==> src/hw/rtl/imf_pkg.sv <==
`timescale 1ns / 1ps

package imf_pkg;

    // Geometry limits of the stores
    localparam int MAX_WIDTH    = 2048;
    localparam int MAX_HEIGHT   = 2048;
    localparam int MAX_CHANNELS = 4;
    localparam int MAX_RADIUS   = 3;

    // Fixed field and register widths
    localparam int PIX_W     = 8;
    localparam int DIM_W     = 12;
    localparam int NCH_W     = 3;
    localparam int RAD_W     = 2;
    localparam int COORD_W   = 11;
    localparam int CHAN_W    = 2;
    localparam int CFG_IDX_W = 2;

    localparam logic [DIM_W-1:0] RST_IMAGE_WIDTH   = 12'd640;
    localparam logic [DIM_W-1:0] RST_IMAGE_HEIGHT  = 12'd480;
    localparam logic [NCH_W-1:0] RST_CHANNEL_COUNT = 3'd3;
    localparam logic [RAD_W-1:0] RST_WINDOW_RADIUS = 2'd1;

    // Derived sizes
    localparam int MAX_SIDE   = 2 * MAX_RADIUS + 1;
    localparam int WIN_AREA   = MAX_SIDE * MAX_SIDE;
    localparam int NUM_BANKS  = 2 * MAX_RADIUS;
    localparam int ROW_STRIDE = MAX_WIDTH * MAX_CHANNELS;
    localparam int ADDR_W     = $clog2(ROW_STRIDE);
    localparam int COL_W      = $clog2(MAX_WIDTH);
    localparam int ROW_W      = $clog2(MAX_HEIGHT);
    localparam int CH_W       = (MAX_CHANNELS > 1) ? $clog2(MAX_CHANNELS) : 1;
    localparam int SLOT_W     = $clog2(NUM_BANKS);
    localparam int IDX_W      = SLOT_W + 1;
    localparam int SPAN_W     = RAD_W + 1;
    localparam int SIDE_W     = $clog2(MAX_SIDE + 1);
    localparam int CNT_W      = $clog2(WIN_AREA + 1);
    localparam int POS_MAX_W  = (COL_W > ROW_W) ? COL_W : ROW_W;
    localparam int CMP_W      = ((POS_MAX_W + 1) > DIM_W) ? (POS_MAX_W + 1) : DIM_W;

    localparam int QUEUE_DEPTH = 4;
    localparam int QPTR_W      = $clog2(QUEUE_DEPTH);
    localparam int QLVL_W      = $clog2(QUEUE_DEPTH + 1);

    typedef logic [PIX_W-1:0] pix_t;
    typedef pix_t [MAX_SIDE-1:0] column_t;

    typedef enum logic [CFG_IDX_W-1:0] {
        REG_IMAGE_WIDTH   = 2'd0,
        REG_IMAGE_HEIGHT  = 2'd1,
        REG_CHANNEL_COUNT = 2'd2,
        REG_WINDOW_RADIUS = 2'd3
    } cfg_index_t;

    // Clamped frame geometry
    typedef struct packed {
        logic [DIM_W-1:0] width;
        logic [DIM_W-1:0] height;
        logic [NCH_W-1:0] channels;
        logic [RAD_W-1:0] radius;
    } geom_t;

    // One new window column plus its bookkeeping, front to back
    typedef struct packed {
        column_t            column;
        logic [CH_W-1:0]    ch;
        logic [RAD_W-1:0]   radius;
        logic               emit;
        logic [COORD_W-1:0] centre_row;
        logic [COORD_W-1:0] centre_col;
    } win_entry_t;

    // Rank of the median within a (2r+1)^2 window
    function automatic logic [CNT_W-1:0] median_rank(input logic [RAD_W-1:0] r);
        logic [SIDE_W-1:0]   side;
        logic [2*SIDE_W-1:0] area;
        side = SIDE_W'({r, 1'b1});
        area = (2*SIDE_W)'(side) * (2*SIDE_W)'(side);
        return CNT_W'(area >> 1);
    endfunction

endpackage

==> src/hw/rtl/imf_queue.sv <==
`timescale 1ns / 1ps

module imf_queue (
    input  logic                       aclk,
    input  logic                       aresetn,
    input  logic                       push,
    input  imf_pkg::win_entry_t        push_entry,
    input  logic                       pop,
    output logic                       head_valid,
    output imf_pkg::win_entry_t        head_entry,
    output logic [imf_pkg::QLVL_W-1:0] level
);

    localparam int QPTR_W = imf_pkg::QPTR_W;

    imf_pkg::win_entry_t        slots [imf_pkg::QUEUE_DEPTH];
    logic [QPTR_W-1:0]          wr_ptr_reg, wr_ptr_next;
    logic [QPTR_W-1:0]          rd_ptr_reg, rd_ptr_next;
    logic [imf_pkg::QLVL_W-1:0] level_reg, level_next;

    assign head_valid = (level_reg != '0);
    assign head_entry = slots[rd_ptr_reg];
    assign level      = level_reg;

    always_comb begin
        wr_ptr_next = wr_ptr_reg;
        rd_ptr_next = rd_ptr_reg;
        level_next  = level_reg;
        if (push) begin
            wr_ptr_next = (wr_ptr_reg == QPTR_W'(imf_pkg::QUEUE_DEPTH - 1)) ? '0 : wr_ptr_reg + 1'b1;
        end
        if (pop) begin
            rd_ptr_next = (rd_ptr_reg == QPTR_W'(imf_pkg::QUEUE_DEPTH - 1)) ? '0 : rd_ptr_reg + 1'b1;
        end
        if (push && !pop) begin
            level_next = level_reg + 1'b1;
        end else if (pop && !push) begin
            level_next = level_reg - 1'b1;
        end
    end

    always_ff @(posedge aclk) begin
        if (!aresetn) begin
            wr_ptr_reg <= '0;
            rd_ptr_reg <= '0;
            level_reg  <= '0;
        end else begin
            wr_ptr_reg <= wr_ptr_next;
            rd_ptr_reg <= rd_ptr_next;
            level_reg  <= level_next;
        end
    end

    always_ff @(posedge aclk) begin
        if (push) begin
            slots[wr_ptr_reg] <= push_entry;
        end
    end

endmodule

==> config.mk <==
export PLATFORM = sky130hd
export DESIGN_NAME = imf_queue
export DESIGN_NICKNAME = d
export VERILOG_FILES = /design/src/hw/rtl/imf_pkg.sv /design/src/hw/rtl/imf_queue.sv
export SDC_FILE = /design/constraint.sdc
export NUM_CORES = 1
export LEC_CHECK = 0
export BUFFER_PORTS_ARGS = -buffer_cell sky130_fd_sc_hd__buf_4
export CELL_PAD_IN_SITES_DETAIL_PLACEMENT = 0
export CELL_PAD_IN_SITES_GLOBAL_PLACEMENT = 1
export CORE_ASPECT_RATIO = 1.5
export CORE_MARGIN = 5
export CORE_UTILIZATION = 54
export DETAILED_ROUTE_END_ITERATION = 6
export PLACE_DENSITY_LB_ADDON = 0.1
export SYNTH_ARGS = -nofsm -noshare
export SYNTH_HDL_FRONTEND = slang
export SYNTH_SLANG_ARGS = --single-unit
==> constraint.sdc <==
create_clock -name aclk -period 7.7 [get_ports aclk]
set_input_delay 0.77 -clock aclk [delete_from_list [all_inputs] [get_ports aclk]]
set_output_delay 0.77 -clock aclk [all_outputs]
set_load 0.02 [all_outputs]
Word level (Yosys, flattened, before mapping):

Memory sizes are Yosys's and may differ from the RTL's. A register that Yosys moved wholly into a read port is not among the register bits.
Index checks and enable logic that the tools add are counted.
Widths: inputs -> output; s select.

* output and inout bits: 87
* bits in writable memories: 332
* bits in registers: 7
* memories kept: 1

* add/subtract/negate cells: 4
* muxes and demuxes: 8
* eq/ne operators: 2
* reductions and logical operators: 6

Memory list
* slots: words 4, width 83, rd ports 1, clocked after memory_dff 1, wr ports 1, RTL line imf_queue.sv:16 `imf_pkg::win_entry_t slots [imf_pkg::QUEUE_DEPTH];`

Operators with widths (count)
* $mux 2: 4
* $mux 3: 2
* $add 2x1->2 const B: 2
* $eq 2x2->1 const B: 2
* $add 3x1->3 const B: 1
* $reduce_bool 3->1: 1
* $sub 3x1->3 const B: 1
* $logic_and 1x1->1: 2
* $logic_not 1->1: 2
* $mux 1: 2
* $reduce_bool 2->1: 1

Longest topological paths before layout:

* depth after elaboration: 4
* depth in mapped cells: 7
* gate-level depth less buffers: 7

Worst setup path after synthesis:

Ideal clock, no wire load.

* kind: input to register
* start: input port push
* end: memory slots[0][0] (netlist name) (enable)
* buffers on the path: 0
* slack: 4.550 ns
* setup time: 0.450 ns
* stages: 1
* arrival: 2.700 ns
* cells stage by stage: and2_1

* word-level cells in the longest chain between the ends: 2

Ends and longest elaborated chain
* start: declaration: RTL line imf_queue.sv:6 `input logic push,`
* $mux 1: RTL line imf_queue.sv:55 `if (push) begin`
* $mux 1 (not written as such): RTL line imf_queue.sv:56 `slots[wr_ptr_reg] <= push_entry;`
* end: declaration: RTL line imf_queue.sv:16

No other way between the ends.

==> results.cfg <==
[cells_and_area]
n_antenna_cell = 0
nNetsFinal = 763
final_common_cell = edfxtp_1
stdcell_area_um2 = 14900
largest_reg_flops = 332
final_cell_mix = 332 x edfxtp_1, 179 x buf_4, 83 x mux4_2
drive_above_1_share_pct = 44.2
syn2layout_area_growth_pct = 19.9

[power]
combPwrFrac_pct = 10.7
leakage_uw = 0.00502
vdd_drop_max_uv = 199
p_seq_share_pct = 54.7
p_per_area_nw_per_um2 = 265
power_frac_clock_pct = 34.6
p_sw_share_pct = 21.7
p_int_uw = 3090
switchingPower_uw = 858

[worst_setup_path]
path_cells = buf_4 -> mux4_2 -> buf_4
cp.arrival_ps = 3140
crit_top_cell = buf_4
slowest_delay_ps = 840
cp-start-kind = flip-flop
cp_max_fo = 46
cp-end-kind = output port
slowest_stage = dfxtp_4
cp_top_family = buffers and inverters
worstPathRequired_ps = 6930
path_buf_inv = 2
worstSetupPathType = flip-flop to output port

[sta]
setup_viol = 0
rsz0062_at_grt = false
worst_slew_pin_slew_ps = 969
hold_ws_ps = 428
fin_crit_ps = 3910
period_share_pct = 50.7
skew_ps = 8.89
slew_headroom_pct = 35.4
fmax_ghz = 0.256
layout_setup_ws_ps = 3790
drv_slew = 0
final.setup.tns_ps = 0
final_hold_viol_count = 0

[yosys]
ys_types = 20
syn_avg_cell_area_um2 = 26.1
synthTopCellsByArea = edfxtp_1 80%, mux4_2 15%, dfxtp_1 1.4%
synth_top_area_share_pct = 80.2
yosysTopAreaCell = edfxtp_1
yosys_warnings = 0
synth_nets = 570
ys_ff_latch = 341
syn-cell-area_um2 = 12400
synth_seq_area_share_pct = 81.7
syn_inst = 476

[global_routing]
grt_pass1_vias = 6098
grt_max_degree = 55
antenna_found_initial = 0
grt_use_total_pct = 17.5
grt_pass1_wl_um = 35200
grt_remaining_overflow = 0

[clock_network]
cts_root_buffer = clkbuf_16
cts_hold_buf = 0
path_clk_slew_ps = 60
cts_tree = built
cts_setup_buffers = 0
ctsResizeCount = 0
clock_sinks = 341
htreeDepth = 1
ctsLongestPathBuffers = 3
clk_latency_ps = 540
cts_buffers = 30

[floorplan]
pin_count = 174
start_util_pct = 54.3
die_h_um = 196
die_x_um = 134
core_um2 = 22900
rows = 68
dieArea_um2 = 26200

[routing]
postRouteAntennaNets = 0
num_vias = 5478
first_pass_iters = 4
drc_errors = 0
vias_per_cell = 5.64
drtIter0Drc = 337
totalWireLength_um = 22700
wire_per_inst_um = 23.3

[run_status]
outcome = complete, no violations

[placed_design]
place_congestion = 0.710
dp_slack_ps = 4190
placedInstanceArea_um2 = 14000
io_buffers = 173
hpwl_um = 13900

[hold_path]
min_path_type = primary input to flip-flop

[job]
max-cap-violations = 0
[layer usage]
metal,part of all wire [%],vias to the layer above,track usage (%)
met2,56,150,32.5
li1,-,2422,-
met1,36,2875,20.7
met3,6.3,31,4.08
met4,1.6,0,4.00
met5,0,-,0
[power by group through the flow]
stage / Sequential, uW / Combinational, uW / Clock [uW]
global route: 2170 / 454 / 1480
detailed placement: 2200 / 435 / 0
global placement: 2200 / 428 / 0
CTS: 2160 / 436 / 1400
finish: 2160 / 424 / 1370
floorplan: 2190 / 250 / 0
[worst register-to-register path, stage by stage (launching register included)]
cell	delay [ps]
dfxtp_1	400
ha_1	210
and2_4	520
buf_4	690
[per-stage QoR]
stage,cells,util (%),total power (uW)
6_report,972,65.1,3950
5_1_grt,972,65.1,4100
4_1_cts,972,65.1,4000
3_5_place_dp,917,61.2,2640
3_3_place_gp,917,61.2,2620
2_1_floorplan,476,-,2440
[cells by family after synthesis]
logic type	count (synthesis)	share of synthesized area [%]
adder cells (fa/ha/maj)	7	0.765
AO/OA/AOI/OAI	3	0.161
AND/OR/NAND/NOR	14	0.674
multiplexers	87	15.4
XOR/XNOR	2	0.141
flip-flops	341	81.7
buffers and inverters	22	1.24
[cell type report]
class | count | area [um2]
clock buffers | 48 | 870
clock inverters | 7 | 31.3
fillers | 1545 | 7980
inverters | 4 | 15.0
multi-input cells | 113 | 2140
flip-flops and latches | 341 | 10200
well taps | 280 | 350
repair buffers | 179 | 1340
[synthesized netlist by cell type (all sizes together)]
| cell | n |
|---|---|
| edfxtp | 332 |
| mux4 | 83 |
| buf | 17 |
| dfxtp | 9 |
| ha | 6 |
| and2 | 5 |
| nor2b | 5 |
| inv | 4 |
| mux2i | 4 |
| or3 | 2 |
| a21boi | 1 |
| clkbuf | 1 |
| fa | 1 |
| nor2 | 1 |
| nor3 | 1 |
| o21a | 1 |
| o21ai | 1 |
| xnor2 | 1 |
| xor2 | 1 |
[path summary, 6_finish.rpt]
kind	startpoint	end	slack [ps]	cells past startpoint
setup / recovery	flip-flop	head_entry[74]	3790	3
hold reg to reg	rd_ptr_reg[1]	flip-flop	540	2
setup reg to reg	wr_ptr_reg[0]	slots[3][11]	5460	3
hold / removal	push_entry[25]	slots[3][25]	430	1
No activity file was read; power rests on OpenSTA's default activity.
